[src/rtl/eect_pkg.sv]
`default_nettype none

package eect_pkg;

    // item codes
    localparam logic [1:0] MODE_EVENT = 2'd0;
    localparam logic [1:0] MODE_CLEAR = 2'd1;
    localparam logic [1:0] MODE_READ  = 2'd2;

    // result codes
    localparam logic [2:0] ST_COUNTED   = 3'd0;
    localparam logic [2:0] ST_CREATED   = 3'd1;
    localparam logic [2:0] ST_IGNORED   = 3'd2;
    localparam logic [2:0] ST_FULL      = 3'd3;
    localparam logic [2:0] ST_CLEARED   = 3'd4;
    localparam logic [2:0] ST_REFUSED   = 3'd5;
    localparam logic [2:0] ST_READ_OK   = 3'd6;
    localparam logic [2:0] ST_BAD_INDEX = 3'd7;

    // configuration register indexes
    localparam logic CFG_RUNNING    = 1'b0;
    localparam logic CFG_HOST_TRACE = 1'b1;

    // class given to entries made by offload events
    localparam logic [7:0] CLASS_AUDIO = 8'd1;

    localparam logic [31:0] COUNT_MAX = 32'hFFFF_FFFF;

    typedef struct packed {
        logic [1:0] mode;
        logic [7:0] key_slot;
        logic [7:0] key_endpoint;
        logic       direction_in;
        logic [7:0] class_code;
        logic       from_offload;
        logic [2:0] read_index;
    } in_item_t;

    typedef struct packed {
        logic [2:0]  status;
        logic [2:0]  entries_in_use;
        logic [2:0]  entry_index;
        logic [7:0]  entry_slot;
        logic [7:0]  entry_endpoint;
        logic        entry_direction;
        logic [7:0]  entry_class;
        logic [31:0] entry_count;
    } out_item_t;

    // one table entry as it sits in memory
    typedef struct packed {
        logic [7:0]  slot;
        logic [7:0]  endpoint;
        logic        direction;
        logic [7:0]  cls;
        logic [31:0] count;
    } entry_t;

    typedef enum logic [1:0] {
        S_IDLE,
        S_SCAN,
        S_RDATA,
        S_DONE
    } state_t;

endpackage

`default_nettype wire

[src/rtl/eect_ram.sv]
`default_nettype none

module eect_ram #(
    parameter int DEPTH = 5,
    parameter int AW    = 3
) (
    input  wire                  clk,
    input  wire                  we,
    input  wire  [AW-1:0]        waddr,
    input  eect_pkg::entry_t     wdata,
    input  wire  [AW-1:0]        raddr,
    output eect_pkg::entry_t     rdata
);
    import eect_pkg::*;

    entry_t mem [DEPTH];

    always_ff @(posedge clk)
    begin
        if (we)
        begin
            mem[waddr] <= wdata;
        end
    end

    // registered read: data follows the address in the next cycle
    always_ff @(posedge clk)
    begin
        rdata <= mem[raddr];
    end

endmodule

`default_nettype wire

[src/rtl/endpoint_event_count_table_unit.sv]
`default_nettype none

// channel   direction  handshake            payload
// in        input      in_valid / in_stall   in_item   (mode, key, direction, class, index)
// out       output     out_valid / out_stall out_item  (status, use count, entry fields)
// cfg       input      cfg_valid / cfg_ready cfg_index, cfg_data (running, host trace enable)
//
// one item at a time; an event reads the entries in use one per cycle from the memory
// and stops at the first hit or once every entry is read; a read takes its entry from
// the memory, clear and ignored items go straight to the result register, which passes
// to the output register once that is free; the next item is taken after that hand-off;
// reset clears control, the configuration registers and the use count only
// a stalled output holds its item, and the input stays stalled until the result moves on

module endpoint_event_count_table_unit #(
    parameter int TABLE_ENTRIES = 5
) (
    input  wire                   clk,
    input  wire                   rst_n,

    input  wire                   in_valid,
    output logic                  in_stall,
    input  eect_pkg::in_item_t    in_item,

    output logic                  out_valid,
    input  wire                   out_stall,
    output eect_pkg::out_item_t   out_item,

    input  wire                   cfg_valid,
    output logic                  cfg_ready,
    input  wire                   cfg_index,
    input  wire                   cfg_data
);
    import eect_pkg::*;

    // address width, use count width, and a width wide enough to compare both
    localparam int AW = (TABLE_ENTRIES > 1) ? $clog2(TABLE_ENTRIES) : 1;
    localparam int CW = $clog2(TABLE_ENTRIES + 1);
    localparam int IW = (CW > 3) ? CW : 3;

    state_t           state_reg, state_next;
    in_item_t         item_reg, item_next;
    logic [CW-1:0]    used_reg, used_next;
    logic [CW-1:0]    scan_reg, scan_next;     // next entry to read
    logic             cmp_vld_reg, cmp_vld_next; // read data is a live compare
    logic [AW-1:0]    cmp_idx_reg, cmp_idx_next;
    out_item_t        res_reg, res_next;
    out_item_t        out_reg, out_next;
    logic             out_vld_reg, out_vld_next;
    logic             running_reg;
    logic             host_reg;

    // memory port signals
    logic             mem_we;
    logic [AW-1:0]    mem_waddr;
    entry_t           mem_wdata;
    logic [AW-1:0]    mem_raddr;
    entry_t           mem_rdata;

    logic [IW-1:0]    ridx_w;
    logic [IW-1:0]    used_w;
    logic             accept;
    logic             hit;
    logic             out_free;

    eect_ram #(
        .DEPTH (TABLE_ENTRIES),
        .AW    (AW)
    ) u_ram (
        .clk   (clk),
        .we    (mem_we),
        .waddr (mem_waddr),
        .wdata (mem_wdata),
        .raddr (mem_raddr),
        .rdata (mem_rdata)
    );

    assign in_stall  = (state_reg != S_IDLE);
    assign accept    = in_valid && !in_stall;
    assign out_valid = out_vld_reg;
    assign out_item  = out_reg;
    assign cfg_ready = 1'b1;
    assign out_free  = !out_vld_reg || !out_stall;

    assign ridx_w = IW'(in_item.read_index);
    assign used_w = IW'(used_reg);

    // key match against the entry read last cycle
    assign hit = cmp_vld_reg
              && (mem_rdata.slot == item_reg.key_slot)
              && (mem_rdata.endpoint == item_reg.key_endpoint);

    // configuration registers
    always_ff @(posedge clk or negedge rst_n)
    begin
        if (!rst_n)
        begin
            running_reg <= 1'b0;
            host_reg    <= 1'b0;
        end
        else if (cfg_valid && cfg_ready)
        begin
            unique case (cfg_index)
                CFG_RUNNING:    running_reg <= cfg_data;
                CFG_HOST_TRACE: host_reg    <= cfg_data;
                default:        ;
            endcase
        end
    end

    // control state
    always_ff @(posedge clk or negedge rst_n)
    begin
        if (!rst_n)
        begin
            state_reg   <= S_IDLE;
            used_reg    <= '0;
            cmp_vld_reg <= 1'b0;
            out_vld_reg <= 1'b0;
        end
        else
        begin
            state_reg   <= state_next;
            used_reg    <= used_next;
            cmp_vld_reg <= cmp_vld_next;
            out_vld_reg <= out_vld_next;
        end
    end

    // payload and scan registers
    always_ff @(posedge clk)
    begin
        item_reg    <= item_next;
        scan_reg    <= scan_next;
        cmp_idx_reg <= cmp_idx_next;
        res_reg     <= res_next;
        out_reg     <= out_next;
    end

    always_comb
    begin
        state_next   = state_reg;
        item_next    = item_reg;
        used_next    = used_reg;
        scan_next    = scan_reg;
        cmp_vld_next = 1'b0;
        cmp_idx_next = cmp_idx_reg;
        res_next     = res_reg;
        out_next     = out_reg;
        out_vld_next = out_vld_reg && out_stall;

        mem_we    = 1'b0;
        mem_waddr = '0;
        mem_wdata = mem_rdata;
        mem_raddr = '0;

        unique case (state_reg)
            S_IDLE:
            begin
                // a read item gets its address issued right away
                mem_raddr = ridx_w[AW-1:0];
                if (accept)
                begin
                    item_next = in_item;
                    res_next  = '0;
                    priority if (in_item.mode == MODE_EVENT)
                    begin
                        if (running_reg && (in_item.from_offload || host_reg))
                        begin
                            scan_next  = '0;
                            state_next = S_SCAN;
                        end
                        else
                        begin
                            res_next.status         = ST_IGNORED;
                            res_next.entries_in_use = 3'(used_reg);
                            state_next              = S_DONE;
                        end
                    end
                    else if (in_item.mode == MODE_CLEAR)
                    begin
                        if (running_reg)
                        begin
                            res_next.status         = ST_REFUSED;
                            res_next.entries_in_use = 3'(used_reg);
                        end
                        else
                        begin
                            used_next               = '0;
                            res_next.status         = ST_CLEARED;
                            res_next.entries_in_use = 3'd0;
                        end
                        state_next = S_DONE;
                    end
                    else if (in_item.mode == MODE_READ)
                    begin
                        if (ridx_w < used_w)
                        begin
                            state_next = S_RDATA;
                        end
                        else
                        begin
                            res_next.status         = ST_BAD_INDEX;
                            res_next.entries_in_use = 3'(used_reg);
                            state_next              = S_DONE;
                        end
                    end
                    else
                    begin
                        // unused mode code
                        res_next.status         = ST_IGNORED;
                        res_next.entries_in_use = 3'(used_reg);
                        state_next              = S_DONE;
                    end
                end
            end

            S_RDATA:
            begin
                res_next                 = '0;
                res_next.status          = ST_READ_OK;
                res_next.entries_in_use  = 3'(used_reg);
                res_next.entry_index     = item_reg.read_index;
                res_next.entry_slot      = mem_rdata.slot;
                res_next.entry_endpoint  = mem_rdata.endpoint;
                res_next.entry_direction = mem_rdata.direction;
                res_next.entry_class     = mem_rdata.cls;
                res_next.entry_count     = mem_rdata.count;
                state_next               = S_DONE;
            end

            S_SCAN:
            begin
                // issue the next read while comparing the last one
                if (scan_reg < used_reg)
                begin
                    mem_raddr    = scan_reg[AW-1:0];
                    cmp_vld_next = 1'b1;
                    cmp_idx_next = scan_reg[AW-1:0];
                    scan_next    = scan_reg + CW'(1);
                end

                if (hit)
                begin
                    // bump the count, saturating, and write the entry back
                    mem_we          = 1'b1;
                    mem_waddr       = cmp_idx_reg;
                    mem_wdata       = mem_rdata;
                    if (mem_rdata.count != COUNT_MAX)
                    begin
                        mem_wdata.count = mem_rdata.count + 32'd1;
                    end
                    cmp_vld_next             = 1'b0;
                    res_next                 = '0;
                    res_next.status          = ST_COUNTED;
                    res_next.entries_in_use  = 3'(used_reg);
                    res_next.entry_index     = 3'(cmp_idx_reg);
                    res_next.entry_slot      = mem_rdata.slot;
                    res_next.entry_endpoint  = mem_rdata.endpoint;
                    res_next.entry_direction = mem_rdata.direction;
                    res_next.entry_class     = mem_rdata.cls;
                    res_next.entry_count     = mem_wdata.count;
                    state_next               = S_DONE;
                end
                else if (!cmp_vld_reg && (scan_reg == used_reg))
                begin
                    // walked every entry without a match
                    res_next = '0;
                    if (used_reg == CW'(TABLE_ENTRIES))
                    begin
                        res_next.status         = ST_FULL;
                        res_next.entries_in_use = 3'(used_reg);
                    end
                    else
                    begin
                        mem_we              = 1'b1;
                        mem_waddr           = used_reg[AW-1:0];
                        mem_wdata.slot      = item_reg.key_slot;
                        mem_wdata.endpoint  = item_reg.key_endpoint;
                        mem_wdata.direction = item_reg.direction_in;
                        mem_wdata.cls       = item_reg.from_offload ? CLASS_AUDIO
                                                                    : item_reg.class_code;
                        mem_wdata.count     = 32'd1;
                        used_next           = used_reg + CW'(1);

                        res_next.status          = ST_CREATED;
                        res_next.entries_in_use  = 3'(used_next);
                        res_next.entry_index     = 3'(used_reg);
                        res_next.entry_slot      = mem_wdata.slot;
                        res_next.entry_endpoint  = mem_wdata.endpoint;
                        res_next.entry_direction = mem_wdata.direction;
                        res_next.entry_class     = mem_wdata.cls;
                        res_next.entry_count     = mem_wdata.count;
                    end
                    state_next = S_DONE;
                end
            end

            S_DONE:
            begin
                // hand the result to the output register once it is free
                if (out_free)
                begin
                    out_next     = res_reg;
                    out_vld_next = 1'b1;
                    state_next   = S_IDLE;
                end
            end

            default:
            begin
                state_next = S_IDLE;
            end
        endcase
    end

endmodule

`default_nettype wire

[config.mk]
export PLATFORM = sky130hd
export DESIGN_NAME = endpoint_event_count_table_unit
export DESIGN_NICKNAME = d
export VERILOG_FILES = /design/src/rtl/eect_pkg.sv /design/src/rtl/eect_ram.sv /design/src/rtl/endpoint_event_count_table_unit.sv
export SDC_FILE = /design/constraint.sdc
export NUM_CORES = 1
export LEC_CHECK = 0
export ABC_AREA = 1
export BUFFER_PORTS_ARGS = -buffer_cell sky130_fd_sc_hd__buf_2
export CAP_MARGIN = 5
export CORE_UTILIZATION = 50
export CTS_CLUSTER_DIAMETER = 200
export DETAILED_ROUTE_END_ITERATION = 8
export PLACE_DENSITY = 0.67
export SLEW_MARGIN = 25
export SYNTH_ARGS = -nofsm -noshare
export SYNTH_HDL_FRONTEND = slang
export SYNTH_SLANG_ARGS = --single-unit
[constraint.sdc]
create_clock -name clk -period 5 [get_ports clk]
set_clock_uncertainty 0.1 [all_clocks]
set_input_delay 1 -clock clk [delete_from_list [all_inputs] [get_ports clk]]
set_output_delay 1 -clock clk [all_outputs]
set_load 0.02 [all_outputs]
======== After elaboration in Yosys (flattened, before gate mapping) ========
Memory sizes are Yosys's and may differ from the RTL's. A register that Yosys moved wholly into a read port is not among the register bits.
Cells that the tools add are included.
storage, ports and cells
  flip-flop bits (word level) ............. 176
  bits in writable memories ............... 285
  bits of input ports ..................... 38
  output and inout port bits .............. 69
  logic and storage cells ................. 143
  memories kept ........................... 1
cells by class
  $add $sub $neg .......................... 3
  order comparisons ....................... 2
  equality and inequality tests ........... 22
  multiplexer cells ....................... 58
  bitwise operators ....................... 1
  reductions and logical operators ........ 26
memories
  memory     words  bits a word  rd ports  clocked after memory_dff  wr ports  line            RTL
  u_ram.mem  5      57           1         1                         1         eect_ram.sv:16  entry_t mem [DEPTH];
operators by type and width
  operator               count
  $mux 57                4
  $mux 66                3
  $pmux 66 s3            1
  $mux 60                1
  $mux 3                 16
  $add 32x1->32 const B  1
  $mux 32                1
  $ne 32x32->1 const B   1
  $mux 6                 4
  $ne 2x2->1 const B     11
  $pmux 3 s2             3
  $eq 8x8->1             2
  $mux 2                 8
  $mux 1                 12
  $mux 5                 2
  $reduce_and 2->1       5
  $mux 8                 1
  $pmux 2 s4             1
  $reduce_and 8->1       1
  $add 3x1->3 const B    2
  $eq 2x2->1 const B     3
  $logic_and 1x1->1      6
  $lt 3x3->1             2
  $reduce_and 3->1       2
  other kinds (12)       19

======== Logic depth before layout (Yosys ltp) ========
Gate-level depths: netlist (run 1).
  depth after elaboration ................. 7
  gate-level depth with buffers ........... 16
  gate-level depth less buffers ........... 14

======== Modules after synthesis ========
From an unflattened synthesis (run 1), not the netlist that was laid out.
unflattened totals
  cell total of the unflattened synthesis .. 2303
  area, all modules ....................... 22858.2 µm²
by module, submodules not included
  module                           times used  cells each  area an instance (µm²)  sequential area each (µm²)
  eect_ram                         1           1203        13180.1                 9699.3
  endpoint_event_count_table_unit  1           1100        9678.0                  5240.0

======== Worst setup path after synthesis (run 1) ========
No wires, ideal clock.
  path type ............................... input-to-reg
  from .................................... input port out_stall
  to ...................................... register out_reg, in the netlist out_item[0] (enable)
  arrival ................................. 4.139 ns
  data required time ...................... 4.388 ns
  setup slack ............................. 0.249 ns
  stages .................................. 1
  path buffers ............................ 0
  path through ............................ a21oi_1
on the way
  cells in the longest elaborated chain, start to end .. 3
RTL lines
  element                            line                                    RTL
  from (decl)                        endpoint_event_count_table_unit.sv:26   input wire out_stall,
  $logic_not 1->1                    endpoint_event_count_table_unit.sv:83   assign out_free = !out_vld_reg || !out_stall;
  $logic_or 1x1->1                   endpoint_event_count_table_unit.sv:83
  $reduce_and 2->1 (no source line)  n/a
  to (signal assigned)               endpoint_event_count_table_unit.sv:137  out_reg <= out_next;
  to (decl)                          endpoint_event_count_table_unit.sv:48   out_item_t out_reg, out_next;
Every way passes these cells.
A chain may end at the register's enable or synchronous reset.

======== Worst setup path in the final report (run 1) ========
  from .................................... register used_reg[2]
  to ...................................... memory u_ram.mem[4][1] in the netlist's numbering (enable)
on the way
  cells in the longest elaborated chain, start to end .. 7
RTL lines
  element                                             line                                                                            RTL
  from (decl)                                         endpoint_event_count_table_unit.sv:43                                           logic [CW-1:0] used_reg, used_next;
  from (signal assigned)                              endpoint_event_count_table_unit.sv:124                                          used_reg <= used_next;
  $eq 3x3->1, on equally long branches                endpoint_event_count_table_unit.sv:269, endpoint_event_count_table_unit.sv:265
  $mux 1 / $logic_and 1x1->1 (equally long branches)  endpoint_event_count_table_unit.sv:269, endpoint_event_count_table_unit.sv:265
  $mux 1                                              endpoint_event_count_table_unit.sv:265                                          else if (!cmp_vld_reg && (scan_reg == used_reg))
  $mux 1                                              endpoint_event_count_table_unit.sv:243                                          if (hit)
  $mux 1                                              endpoint_event_count_table_unit.sv:157                                          unique case (state_reg)
  $mux 1                                              eect_ram.sv:20                                                                  if (we)
  $mux 1 (not written as such)                        eect_ram.sv:22                                                                  mem[waddr] <= wdata;
  to (decl)                                           eect_ram.sv:16
Parallel ways exist; a longest one is shown, timed or not.

==> summary.txt, run 1 <==
Yosys
  – Post-Synth Adder-Cell Area: 0.790%
  – Async SR Flop Fraction: 1.74%
  – Mux contribution to synthesized area: 0.0508%
  – Cells after Synth: 2049
  – Yosys cell types: 47
  – Post-synth EDFFs: 452
  – YS warnings: 0
  – Largest family of logic cells by synthesized area: simple AND/OR/NAND/NOR gates
  – Number of synthesized register bits: 518
  – Syn Area/Cell: 10.8 um^2
  – XOR/XNOR Fraction of Synth Area: 0.158%
  – Mapped Nets: 2101
  – Synth Cell Area: 0.0222 mm^2
  – Simple-Gate Fraction of Synth Area: 17.2%
  – Top_reg_cell synth: edfxtp_1
  – Compound-Gate Fraction of Synth Area: 8.28%
  – Sequential area share after synthesis: 67.4%

Clock tree
  – CTS H-tree depth: 2
  – Max clock buf depth: 3
  – Setup bufs post-CTS: 0
  – Clock root cell: clkbuf_16
  – Total CTS buffers: 52
  – Clk sinks: 518
  – Hold-fix buffers, CTS: 0
  – Clock transition at path regs: 0.06 ns
  – Clock Latency Late Sink: 0.60 ns
  – Post-CTS sizing: 0
  – CTS tree: yes

Routing
  – Via/cell ratio: 5.35
  – Via count: 14860
  – Routed Wire Length: 51.6 mm
  – Drt drc: 0
  – Final ANT Viol Nets: 0
  – Per-cell routed wire length: 18.6 um
  – Pre-antenna DRT Iters: 5
  – DRT iter0 DRCs: 1207

Critical path
  – Most used cell, CP: inv_1
  – CP Launch Type: flop
  – Origin of the worst setup path: used_reg[2]$_DFFE_PN0P_
  – CP cell instances: inv_1 -> ha_1 -> nand2_1 -> inv_1 -> nand2_1 -> nor2_4 -> inv_1 -> nor2_1 -> inv_2 -> nand2_2 -> nand3_1 -> nor2_4 -> buf_12
  – Crit Path Class: reg -> reg
  – Data required time at the worst endpoint: 5.17 ns
  – FF-to-FF Start: used_reg[2]$_DFFE_PN0P_
  – Reg-to-reg critical path endpoint: u_ram.mem[4][1]$_DFFE_PP_
  – Crit path max-delay cell type: nor2_4
  – Crit-path max cell delay: 0.73 ns
  – Crit path DAT: 3.78 ns
  – Crit. End Element: flop
  – Crit Path Max Fanout: 34
  – Reg2reg path depth: 13
  – R2R setup slack: 1.39 ns

Layout
  – Multi-input logic area: 0.00594 mm^2
  – Final nets: 2204
  – Fin cells: 2780
  – Max reg flops: 285
  – Fillers: 3634
  – Sequential cell area: 0.0149 mm^2
  – Layout cell share with drive strength beyond 1: 14.4%
  – Diodes inserted: 0
  – Area Growth Syn to Fin: 12.8%

Die
  – Starting Density: 51.1%
  – Site row count: 76
  – Die ar.: 0.0452 mm^2
  – Placeable Area: 0.0434 mm^2
  – Die Width: 213 um
  – Die H: 213 um
  – IO Pins: 107

GRT
  – Initial antenna violation count: 2
  – GRT Resource Usage Total: 23.5%
  – GRT overflow: 0
  – Largest net degree at the start of global routing: 89
  – Vias in the first global route: 14435
  – First-pass GRT wire length: 80.0 mm

Pwr
  – P per Cell Area: 629 mW/mm^2
  – Worst vdd ir: 0.341 mV
  – Static leakage: 9.95 nW

STA
  – Slew Limit Fails: 0
  – Final Hold Viols: 0
  – Final Cycle Share: 72.2%
  – RSZ-0062 raised after global routing: no
  – Max Clk Rate: 277 MHz
  – Crit path time final: 3.61 ns
  – Setup TNS: 0 ns
  – Worst-margin pin slew: 0.973 ns
  – Final-report setup violation count: 0
  – Rel. slew slack: 35.1%

Run status
  – Status: finished, final reports clean

Place
  – Placed insts: 2683
  – HPWL after DPL: 33.3 mm
  – Routability Congestion: 0.951
  – IO buf count: 105

Flow run
  – Max-Cap Viols: 0

Hold path
  – Worst hold path class: in -> async
==> kinds of logic (layout without fill, tap and decap cells) <==
logic type | after synthesis | count (layout)
simple gates | 881 | 881
compound gates | 307 | 307
fa+ha+maj | 14 | 14
buf+inv | 323 | 469
other cells | 1 | 1
mux | 1 | 1
flops | 518 | 518
xor+xnor | 4 | 4
==> Yosys cell counts, types with 3 or more instances <==
master | count | area (um^2)
o211ai_1 | 58 | 435
dfrtp_1 | 9 | 225
o21ai_1 | 31 | 155
buf_1 | 6 | 22.5
nor2_2 | 8 | 50.1
nand2_4 | 5 | 56.3
nand2_1 | 621 | 2330
buf_2 | 34 | 170
nor2_1 | 85 | 319
ha_1 | 14 | 175
edfxtp_1 | 452 | 13600
buf_4 | 10 | 75.1
nand3_1 | 76 | 380
a21oi_1 | 84 | 420
nor2_4 | 5 | 56.3
nand2_2 | 19 | 119
dfxtp_1 | 57 | 1140
buf_6 | 8 | 90.1
o21ai_2 | 10 | 87.6
nand4_1 | 24 | 150
o21ai_0 | 99 | 495
nor3_1 | 14 | 70.1
nand3_2 | 9 | 90.1
inv_1 | 223 | 837
clkbuf_1 | 19 | 71.3
o22ai_1 | 6 | 37.5
nor3_4 | 3 | 48.8
xnor2_1 | 3 | 26.3
o22ai_2 | 12 | 150
inv_2 | 18 | 67.6
==> routing by layer <==
metal,global-route usage [%],part of all wire (%)
met5,0,0.047
met4,8.39,2.9
met3,3.63,6.1
met2,38.8,48
met1,31.6,43
==> through the flow <==
step | area (um^2) | util [%] | hold slack, ns | power [mW] | setup slack [ns]
floorplan | 22200 | - | 0.300 | 10.2 | 0.249
global route | 25000 | 57.6 | 0.185 | 16.6 | 1.26
CTS | 25000 | 57.6 | 0.163 | 15.8 | 1.44
detailed placement | 23300 | 53.7 | 0.305 | 11.9 | 1.44
finish | 25000 | 57.6 | 0.179 | 15.7 | 1.39
global placement | 23300 | 53.7 | 0.301 | 11.8 | 1.54
==> cell type report <==
cell class                 instances  area share (%)
multi-input combinational       1208            23.8
clock buffer                      76            5.89
sequential                       518            59.8
timing repair buffer             126            2.98
inverter                         246            3.72
tap                              585            2.93
clock inverter                    21           0.946
==> layout by cell type (no fill, tap or decap), drive strengths merged, types with 3 or more instances in the layout <==
cell    synthesis  layout
o21ai         140     140
ha             14      14
buf            58     126
edfxtp        452     452
nand4          24      24
o211ai         58      58
xnor2           3       3
o22ai          18      18
clkinv          3      17
nor2          100     100
nand3          87      87
nand2         645     645
a21oi          85      85
bufinv          0       4
dfxtp          57      57
clkbuf         19      76
dfrtp           9       9
nor3           19      19
inv           243     245
==> worst max-delay path by stage <==
stage / slack [ns] / cells past startpoint / to
3_3_place_gp: 1.54 / 13 / u_ram.mem[4][48]$_DFFE_PP_
2_1_floorplan: 0.25 / 1 / out_item[0]$_DFFE_PP_
4_1_cts: 1.44 / 13 / u_ram.mem[4][1]$_DFFE_PP_
3_5_place_dp: 1.44 / 13 / u_ram.mem[4][52]$_DFFE_PP_
6_report: 1.39 / 13 / u_ram.mem[4][1]$_DFFE_PP_
5_1_grt: 1.26 / 13 / u_ram.mem[4][44]$_DFFE_PP_
==> critical path: cells and delay by family, from the launching register on <==
family	cells	cell delay, ns
AND/OR/NAND/NOR	7	1.67
flip-flops	1	0.44
adder cells (fa/ha/maj)	1	0.31
buffers and inverters	5	0.74
==> where the power goes <==
group | internal [mW] | switching [mW]
logic | 1.22 | 3.67
clock network | 2.25 | 1.59
registers | 6.42 | 0.558
total | 9.90 | 5.82
(Power assumes the default switching activity.)
==> inputs of run 2 (changes only) <==
Clock period 5 ns to 3.6 ns, I/O delays scaled along.
==> run 2 against run 1 <==
Effect of this change:
- non-clock buffer count grew 7
- critical path depth is the same
- first-iteration DRC count shrank 5.5%
- worst hold slack gained 0.0076 ns
- clock power grew 45%
- sequential share of layout area shrank 0.51 points
- setup slack lost 0.89 ns
- power grew 41%
- via count shrank 0.56%
==> summary.txt, run 2 (synthesized netlist as in run 1, its figures left out) <==
Pwr
  – Static leakage: 10.0 nW
  – Final Total Pwr: 22.2 mW
  – Worst vdd ir: 0.627 mV
  – P per Cell Area: 881 mW/mm^2

Layout
  – Area Growth Syn to Fin: 13.7%
  – Final nets: 2211
  – Layout cell share with drive strength beyond 1: 14.5%
  – Fillers: 3626
  – Fin cells: 2787
  – Most frequent cells in the layout: 619 x nand2_1, 452 x edfxtp_1, 221 x inv_1, 105 x buf_2, 99 x o21ai_0
  – Final core utilization: 58.1%
  – Post-route cell area: 0.0252 mm^2
  – Most common cell after layout, fill and taps aside: nand2_1
  – Diodes inserted: 0
  – Max reg flops: 285

Die
  – Site row count: 76
  – Die Width: 213 um
  – IO Pins: 107
  – Placeable Area: 0.0434 mm^2
  – Die ar.: 0.0452 mm^2
  – Die H: 213 um
  – Starting Density: 51.1%

STA
  – Slew Limit Fails: 0
  – Final-report setup violation count: 0
  – Final Hold Viols: 0
  – Setup TNS: 0 ns
  – Crit path time final: 3.10 ns
  – Max Clk Rate: 323 MHz
  – Hold WS: 0.187 ns
  – RSZ-0062 raised after global routing: no
  – Worst-margin pin slew: 0.978 ns
  – Setup WS post-layout: 0.499 ns
  – Rel. slew slack: 34.7%
  – Final Cycle Share: 86.1%

Critical path
  – Crit path DAT: 3.25 ns
  – CP bufs+invs: 5
  – Most used cell, CP: inv_1
  – Cell count along the critical path: 13
  – Data required time at the worst endpoint: 3.75 ns
  – Crit. End Element: flop
  – Crit path max-delay cell type: dfrtp_1
  – Crit-path max cell delay: 0.43 ns
  – CP top delay family: simple AND/OR/NAND/NOR gates
  – CP cell instances: inv_1 -> ha_1 -> nand2_1 -> inv_1 -> nand2_1 -> nor2_4 -> inv_1 -> nor2_1 -> inv_2 -> nand2_2 -> nand3_1 -> nor2_4 -> buf_12
  – CP Launch Type: flop
  – Crit Path Max Fanout: 57
  – Reg2reg path depth: 13
  – Crit Path Class: reg -> reg

GRT
  – Initial antenna violation count: 0
  – GRT overflow: 0
  – Vias in the first global route: 14294
  – Largest net degree at the start of global routing: 82
  – First-pass GRT wire length: 81.2 mm
  – GRT Resource Usage Total: 24.0%

Place
  – IO buf count: 105
  – Placed insts: 2689
  – Placement Cell Area: 0.0234 mm^2
  – HPWL after DPL: 34.3 mm
  – Routability Congestion: 0.968
  – Minimum setup slack after placement: 0.514 ns

Flow run
  – Max-Cap Viols: 0

Run status
  – Status: finished, final reports clean

Clock tree
  – Total CTS buffers: 52
  – Max clock buf depth: 3
  – Clock Latency Late Sink: 0.61 ns
  – Clock transition at path regs: 0.06 ns
  – Clk sinks: 518
  – Clock root cell: clkbuf_16
  – CTS H-tree depth: 2
  – CTS tree: yes
  – Post-CTS sizing: 0

Hold path
  – Worst hold path class: in -> reg
  – Hold Crit Depth: 1

Routing
  – DRT iter0 DRCs: 1141
  – Drt drc: 0
  – Via/cell ratio: 5.30
  – Final ANT Viol Nets: 0
  – Routed Wire Length: 52.9 mm
  – Per-cell routed wire length: 19.0 um
  – Pre-antenna DRT Iters: 5
  – Via count: 14777
run 2: cell types whose count changed in the layout (fill, tap and decap cells not counted):
cell,before,now
buf_12,5,13
bufinv_16,4,7
clkinv_2,9,6
buf_4,16,14
clkbuf_1,16,17
clkbuf_8,8,7
clkinv_1,6,7
clkinv_4,1,0
dlygate4sd3_1,0,1
run 2: path summary, 6_finish.rpt:
path / from / endpoint / slack, ns
max in group asynchronous: rst_n / used_reg[0]$_DFFE_PN0P_ / 2.73
hold / removal: in_item[27] / item_reg[27]$_DFFE_PP_ / 0.19
setup / recovery: used_reg[2]$_DFFE_PN0P_ / u_ram.mem[2][7]$_DFFE_PP_ / 0.50
setup reg to reg: used_reg[2]$_DFFE_PN0P_ / u_ram.mem[2][7]$_DFFE_PP_ / 0.50
hold reg to reg: res_reg[45]$_DFFE_PP_ / out_item[45]$_DFFE_PP_ / 0.32
min in group asynchronous: rst_n / host_reg$_DFFE_PN0P_ / 0.43
run 2: power by group:
group	internal, mW	total [mW]	switching [mW]
Clock	3.32	5.55	2.22
Combinational	1.83	7.02	5.18
Sequential	8.91	9.65	0.746
run 2: timing repair:
item,in CTS,in global routing
buffers inserted,0,0
endpoints found under the hold margin,9,0
hold buffers,1,0
run 2: final cells by class:
class | count | area, um^2 | share of cell area, %
flip-flops and latches | 518 | 14900 | 59.3
clock buffers | 76 | 1460 | 5.80
multi-input cells | 1208 | 5940 | 23.6
clock inverters | 21 | 307 | 1.22
well taps | 585 | 732 | 2.90
repair buffers | 133 | 901 | 3.57
inverters | 246 | 930 | 3.69
run 2: worst reg2reg max path, cell delays in order (launching register included):
cell and delay (ns):
dfrtp_1 0.43, inv_1 0.10, ha_1 0.31, nand2_1 0.06, inv_1 0.06, nand2_1 0.08, nor2_4 0.25, inv_1 0.18
nor2_1 0.17, inv_2 0.06, nand2_2 0.10, nand3_1 0.26, nor2_4 0.21, buf_12 0.36
run 2: metal layers:
layer / GRT usage [%] / wire length [um]
met5: 0 / 0
met4: 8.19 / 1300
met3: 3.69 / 3110
met2: 39.2 / 25000
met1: 32.7 / 23400
